--- src/rtl/ppf_pkg.sv ---
`timescale 1ns / 1ps
// ----------------------------------------------------------------------------
// ppf_pkg
// Shared types and constants for the padded pixel fetch block.
// ----------------------------------------------------------------------------
package ppf_pkg;

    localparam int CFG_W   = 10;
    localparam int MODE_W  = 2;
    localparam int INDEX_W = 2;
    localparam int COORD_W = 17;
    localparam int PIXF_W  = 24;

    localparam int IN_DATA_W  = 64;
    localparam int OUT_DATA_W = 24;
    localparam int ROW_LSB    = 0;
    localparam int COL_LSB    = ROW_LSB + COORD_W;
    localparam int PIX_LSB    = COL_LSB + COORD_W;

    localparam logic CMD_WRITE = 1'b0;
    localparam logic CMD_READ  = 1'b1;

    localparam logic [INDEX_W-1:0] REG_IMAGE_HEIGHT = 2'd0;
    localparam logic [INDEX_W-1:0] REG_IMAGE_WIDTH  = 2'd1;
    localparam logic [INDEX_W-1:0] REG_PADDING_MODE = 2'd2;

    localparam logic [MODE_W-1:0] MODE_BLACK   = 2'd0;
    localparam logic [MODE_W-1:0] MODE_WHITE   = 2'd1;
    localparam logic [MODE_W-1:0] MODE_REFLECT = 2'd2;

    localparam logic [CFG_W-1:0]  HEIGHT_RESET = 10'd512;
    localparam logic [CFG_W-1:0]  WIDTH_RESET  = 10'd512;
    localparam logic [MODE_W-1:0] MODE_RESET   = MODE_BLACK;

    typedef struct packed {
        logic load;
        logic coord_load;
        logic div_step;
        logic fold;
        logic addr_calc;
        logic mem_wr;
        logic mem_rd;
        logic out_load;
    } ppf_cmd_t;

    typedef struct packed {
        logic is_read;
        logic in_image;
        logic reflect;
        logic out_free;
    } ppf_status_t;

endpackage

--- src/rtl/ppf_ctrl.sv ---
`timescale 1ns / 1ps
// ----------------------------------------------------------------------------
// ppf_ctrl
// Request sequencer: decode, remainder iterations, fold, address, store
// access and result hand-off.
// ----------------------------------------------------------------------------
module ppf_ctrl
    import ppf_pkg::*;
(
    input  logic        clk,
    input  logic        rst_n,
    input  logic        in_valid,
    output logic        in_ready,
    input  ppf_status_t status,
    output ppf_cmd_t    ctrl_cmd
);

    localparam logic [2:0] ST_IDLE   = 3'd0;
    localparam logic [2:0] ST_DECIDE = 3'd1;
    localparam logic [2:0] ST_DIV    = 3'd2;
    localparam logic [2:0] ST_FOLD   = 3'd3;
    localparam logic [2:0] ST_ADDR   = 3'd4;
    localparam logic [2:0] ST_WRITE  = 3'd5;
    localparam logic [2:0] ST_READ   = 3'd6;
    localparam logic [2:0] ST_SEND   = 3'd7;

    localparam int               CNT_W    = $clog2(COORD_W);
    localparam logic [CNT_W-1:0] DIV_LAST = CNT_W'(COORD_W - 1);

    logic [2:0]       state_reg;
    logic [2:0]       state_next;
    logic [CNT_W-1:0] cnt_reg;
    logic [CNT_W-1:0] cnt_next;

    assign in_ready = (state_reg == ST_IDLE);

    always_comb
    begin
        state_next = state_reg;
        cnt_next   = cnt_reg;
        ctrl_cmd   = '0;
        case (state_reg)
            ST_IDLE:
            begin
                if (in_valid)
                begin
                    ctrl_cmd.load = 1'b1;
                    state_next    = ST_DECIDE;
                end
            end
            ST_DECIDE:
            begin
                ctrl_cmd.coord_load = 1'b1;
                cnt_next            = '0;
                if (status.in_image)
                    state_next = ST_ADDR;
                else if (!status.is_read)
                    state_next = ST_IDLE;
                else if (status.reflect)
                    state_next = ST_DIV;
                else
                    state_next = ST_SEND;
            end
            ST_DIV:
            begin
                ctrl_cmd.div_step = 1'b1;
                cnt_next          = cnt_reg + 1'b1;
                if (cnt_reg == DIV_LAST)
                    state_next = ST_FOLD;
            end
            ST_FOLD:
            begin
                ctrl_cmd.fold = 1'b1;
                state_next    = ST_ADDR;
            end
            ST_ADDR:
            begin
                ctrl_cmd.addr_calc = 1'b1;
                state_next         = status.is_read ? ST_READ : ST_WRITE;
            end
            ST_WRITE:
            begin
                ctrl_cmd.mem_wr = 1'b1;
                state_next      = ST_IDLE;
            end
            ST_READ:
            begin
                ctrl_cmd.mem_rd = 1'b1;
                state_next      = ST_SEND;
            end
            ST_SEND:
            begin
                if (status.out_free)
                begin
                    ctrl_cmd.out_load = 1'b1;
                    state_next        = ST_IDLE;
                end
            end
            default:
            begin
                state_next = ST_IDLE;
            end
        endcase
    end

    always_ff @(posedge clk or negedge rst_n)
    begin
        if (!rst_n)
        begin
            state_reg <= ST_IDLE;
            cnt_reg   <= '0;
        end
        else
        begin
            state_reg <= state_next;
            cnt_reg   <= cnt_next;
        end
    end

    a_wr_inside: assert property (@(posedge clk) disable iff (!rst_n)
        ctrl_cmd.mem_wr |-> (!status.is_read && status.in_image))
        else $error("store write for a read or outside request");

    a_div_read: assert property (@(posedge clk) disable iff (!rst_n)
        (state_reg == ST_DIV) |-> (status.is_read && status.reflect && !status.in_image))
        else $error("remainder iteration without a reflected read");

    a_fold_after_div: assert property (@(posedge clk) disable iff (!rst_n)
        (state_reg == ST_FOLD) |-> ($past(state_reg) == ST_DIV && $past(cnt_reg) == DIV_LAST))
        else $error("fold entered before all remainder steps");

    a_out_free: assert property (@(posedge clk) disable iff (!rst_n)
        ctrl_cmd.out_load |-> status.out_free)
        else $error("result loaded over a pending result");

endmodule

--- config.mk ---
export PLATFORM = sky130hd
export DESIGN_NAME = ppf_ctrl
export DESIGN_NICKNAME = d
export VERILOG_FILES = /design/src/rtl/ppf_pkg.sv /design/src/rtl/ppf_ctrl.sv
export SDC_FILE = /design/constraint.sdc
export NUM_CORES = 1
export LEC_CHECK = 0
export ABC_AREA = 1
export BUFFER_PORTS_ARGS = -buffer_cell sky130_fd_sc_hd__buf_4
export CORE_MARGIN = 2
export CORE_UTILIZATION = 38
export CTS_BUF_LIST = sky130_fd_sc_hd__clkbuf_8
export CTS_CLUSTER_SIZE = 16
export DETAILED_ROUTE_END_ITERATION = 8
export SYNTH_ARGS = -nofsm -noshare
export SYNTH_HDL_FRONTEND = slang
export SYNTH_SLANG_ARGS = --single-unit
export TNS_END_PERCENT = 1
--- constraint.sdc ---
create_clock -name clk -period 1.5 [get_ports clk]
set_input_delay 0.225 -clock clk [delete_from_list [all_inputs] [get_ports clk]]
set_output_delay 0.225 -clock clk [all_outputs]
set_load 0.02 [all_outputs]
After elaboration in Yosys (flattened, before gate mapping)
Index checks and enable logic that the tools add are counted.

Word-level logic and storage cells: 36. Register bits: 8. Output and inout bits: 9.

Equal/unequal tests: 11. Reductions and logical operators: 3. Add/subtract/negate cells: 1. Muxes and demuxes: 19.

Operators with widths (count): case mux 3 bit (8 select lines) (1); two-way mux 3 bit (6); equality test 3 bit, second input constant (4); two-way mux 1 bit (10); case mux 5 bit (2 select lines) (1); equality test 3 x 2 -> 1 bit, second input constant (2); != test 2 bit, second input constant (3); adder 5 x 1 -> 5 bit, second input constant (1); equality test 5 bit, second input constant (1); equality test 3 x 1 -> 1 bit, second input constant (1); zero test 3 bit (1); AND reduction 3 bit (1); two-way mux 2 bit (1); nonzero test 2 bit (1).

Depth between registers and ports, before layout
Depth after elaboration: 4. Gate-level depth with buffers: 8. Gate-level depth less buffers: 8.

Worst setup path before layout
OpenSTA, ideal clock, no wires.

Path kind: register to output. From: register state_reg[0]. To: output port ctrl_cmd[2] in the netlist's numbering. Stages on the path, launching flop included: 3. Buffers on the path: 0. Setup slack: 0.251 ns. Data arrival time: 1.024 ns. Cells stage by stage: dfrtp_1 -> inv_1 -> nor3_1.

RTL lines: start: declaration (line ppf_ctrl.sv:30) `logic [2:0] state_reg;`; start signal: assignment (line ppf_ctrl.sv:115) `state_reg <= state_next;`; end: declaration (line ppf_ctrl.sv:15) `output ppf_cmd_t ctrl_cmd`.

==> metrics.md <==
| Metric | Value |
|---|---|
| Max Buffers Root-to-Sink | `2` |
| Worst-Skew Late Latency | `0.23 ns` |
| Fin. Hold Viols | `0` |
| Net Sw Frac | `46.7%` |
| Startpoint Class | `flop` |
| Antenna-violating nets left | `0` |
| Comb power frac | `52.6%` |
| Initial Util | `41.8%` |
| Layout area overhead | `32.1%` |
| Power per cell area | `1950 mW/mm^2` |
| Min-delay worst type | `in -> async` |
| Final Max Slew Viols | `0` |
| Worst setup path startpoint | `state_reg[1]` |
| Input/output buffers | `15` |
| Leak | `0.000417 uW` |
| Register share of total power | `29.8%` |
| CTS root buffer | `clkbuf_8` |
| Gate Count Post-Synth | `85` |
| Vias per std cell | `4.77` |
| Crit-path max FO | `8` |
| R2r worst-path depth | `6` |
| Net Switching | `672 uW` |
| Worst setup path category | `reg -> out` |
| Pre-antenna DRT Iters | `4` |
| P_int | `767 uW` |
| Row Count | `13` |
| Total Die Area | `0.00179 sq mm` |
| Netlist Area Pre-Place | `558 sq um` |
| DRC errors left | `0` |
| Mapped Nets | `94` |
| Wirelength per Cell | `9.96 um` |
| Area contributors post-synth | `dfrtp_1 (36%), nand2_1 (14%), inv_1 (10%)` |
| MaxCap Viol Count | `0` |
| # diodes | `0` |
| Iter 0 DRT Violations | `8` |
| Synth warnings | `0` |
| Worst Path Required | `1.27 ns` |
| Drt total wl | `1.18 mm` |
| Top Ports | `16` |
| Clk pwr share | `17.6%` |
| TritonCTS Sinks | `8` |
| Mean area per synthesized cell | `6.57 sq um` |
| Largest net degree at the start of global routing | `9` |
| Crit end category | `output port` |
| R2r setup slk | `0.35 ns` |
| H-tree depth | `1` |
| Clk slew on worst S/H paths | `0.04 ns` |
| Max FFs per register | `5` |
| Chip Height | `42.3 um` |
| Cell taking the most area after synthesis | `dfrtp_1` |
| Tmin final | `1.42 ns` |
| Final setup viols | `0` |
| CTS buffer count | `3` |
| Dpl hpwl | `926 um` |
| RePlAce Congestion | `0.772` |
| Critical Path End | `ctrl_cmd[6]` |
| Slew Limit Headroom | `84.1%` |
| Max Clock Skew | `0.00376 ns` |
| Share of layout cells above drive strength 1 | `26.2%` |
| Worst vdd ir | `1.04 mV` |
| Vias in the first global route | `461` |
| Worst Path Arrival | `1.19 ns` |
| Fmax | `705 MHz` |
| Post-Place Worst Slack | `0.301 ns` |
| Worst Max-Slew Pin Slew | `0.238 ns` |
| Chip width | `42.3 um` |
| Status | `finished clean` |
| GRT Overall Usage | `15.4%` |
| Share of the synthesized area in the top cell type | `35.9%` |
| Vias | `563` |
| Final period util | `94.6%` |
| R2R Path Start | `state_reg[0]` |
| Total power | `1440 uW` |
| Grt ovf | `0` |
| Worst Slack Setup Final | `0.0813 ns` |
| Reg2reg end | `state_reg[0]` |
| Cell variety after synth | `18` |
| #FFs+latches synth | `8` |
| CTS tree | `done` |
| Final #Nets | `114` |
| Global-route wire length before repair | `2.08 mm` |
| Initial antenna violation count | `0` |
| Sum Neg Setup Slack | `0 ns` |
| Seq/Total Area, Yosys | `35.9%` |
| Hold WS | `0.352 ns` |
| Core Region | `0.00133 sq mm` |
==> layout by cell type, fill, tap and decap left out <==
| cell type | netlist | layout |
|---|---|---|
| o21ai_1 | 1 | 1 |
| dfrtp_1 | 8 | 6 |
| nor3_2 | 1 | 1 |
| nand2_1 | 21 | 21 |
| nand3_2 | 1 | 1 |
| nor2_4 | 0 | 1 |
| o21ai_0 | 4 | 4 |
| nor2_1 | 13 | 13 |
| nand4_1 | 2 | 2 |
| buf_4 | 0 | 15 |
| inv_2 | 3 | 3 |
| a21oi_1 | 1 | 1 |
| inv_1 | 15 | 15 |
| clkbuf_8 | 0 | 3 |
| nand3_1 | 6 | 6 |
| o22ai_1 | 1 | 1 |
| nand2_2 | 1 | 1 |
| dlygate4sd3_1 | 0 | 1 |
| dfrtp_2 | 0 | 2 |
| nor3_1 | 3 | 3 |
| ha_1 | 2 | 2 |
==> synthesized netlist by cell type <==
cell,count
inv_2,3
o21ai_0,4
nor2_2,1
nand2_2,1
ha_1,2
buf_6,1
nand4_1,2
nand3_2,1
inv_1,15
nand2_1,21
a21oi_1,1
nor3_1,3
o21ai_1,1
dfrtp_1,8
nand3_1,6
o22ai_1,1
nor3_2,1
nor2_1,13
==> final cells by class <==
cell class | instances | area (sq um)
Sequential cell | 8 | 203
Multi-Input combinational cell | 58 | 284
Tap cell | 15 | 18.8
Timing Repair Buffer | 16 | 123
Fill cell | 149 | 597
Inverter | 18 | 67.6
Clock buffer | 3 | 41.3
==> power by group through the flow <==
stage / combinational, uW / sequential, uW / clock, uW
after floorplan: 571 / 373 / 0
after global placement: 746 / 412 / 0
after detailed placement: 751 / 412 / 0
after CTS: 758 / 411 / 266
after global routing: 858 / 447 / 279
final: 757 / 429 / 254
==> worst max-delay path: stages, from the launching register on <==
cell	delay, ns
dfrtp_1	0.45
inv_1	0.16
nand3_2	0.14
inv_2	0.09
buf_4	0.14
==> per-layer routing <==
layer | GRT usage, % | part of all wire (%) | wire [um] | vias up
met4 | 3.75 | 0 | 0 | 0
met5 | 0 | 0 | 0 | -
met2 | 20.0 | 44 | 521 | 12
met1 | 23.3 | 50 | 590 | 255
li1 | - | - | - | 296
met3 | 6.47 | 5.4 | 63 | 0
==> through the flow <==
| stage | std cells | utilization, % | area (sq um) |
|---|---|---|---|
| 2_1_floorplan | 85 | - | 558 |
| 3_3_place_gp | 114 | 50.8 | 678 |
| 3_5_place_dp | 114 | 50.8 | 678 |
| 4_1_cts | 118 | 54.7 | 729 |
| 5_1_grt | 118 | 55.3 | 737 |
| 6_report | 118 | 55.3 | 737 |
==> cells by family (layout without fill, tap and decap cells) <==
group,count (synthesis),after routing,share of synthesized area [%]
compound gates,7,7,6.50
fa+ha+maj,2,2,4.48
buf+inv,19,37,14.1
flops,8,8,35.9
simple gates,49,49,39.0
==> worst min-delay path by stage <==
stage	startpoint	end	slack, ns
after global routing	rst_n	cnt_reg[1]	0.39
final	rst_n	cnt_reg[2]	0.35
after floorplan	rst_n	cnt_reg[0]	-0.07
after global placement	rst_n	cnt_reg[4]	0.05
after detailed placement	rst_n	cnt_reg[4]	0.05
after CTS	rst_n	cnt_reg[4]	0.35
==> what timing repair did <==
| action | 4_1_cts | 5_1_grt |
|---|---|---|
| hold buffers | 1 | 0 |
| endpoints found under the hold margin | 8 | 0 |
| setup buffers | 0 | 0 |
| resized for setup | 0 | 3 |
| setup endpoints to repair | 0 | 1 |
Power figures use the tool's default switching activity.
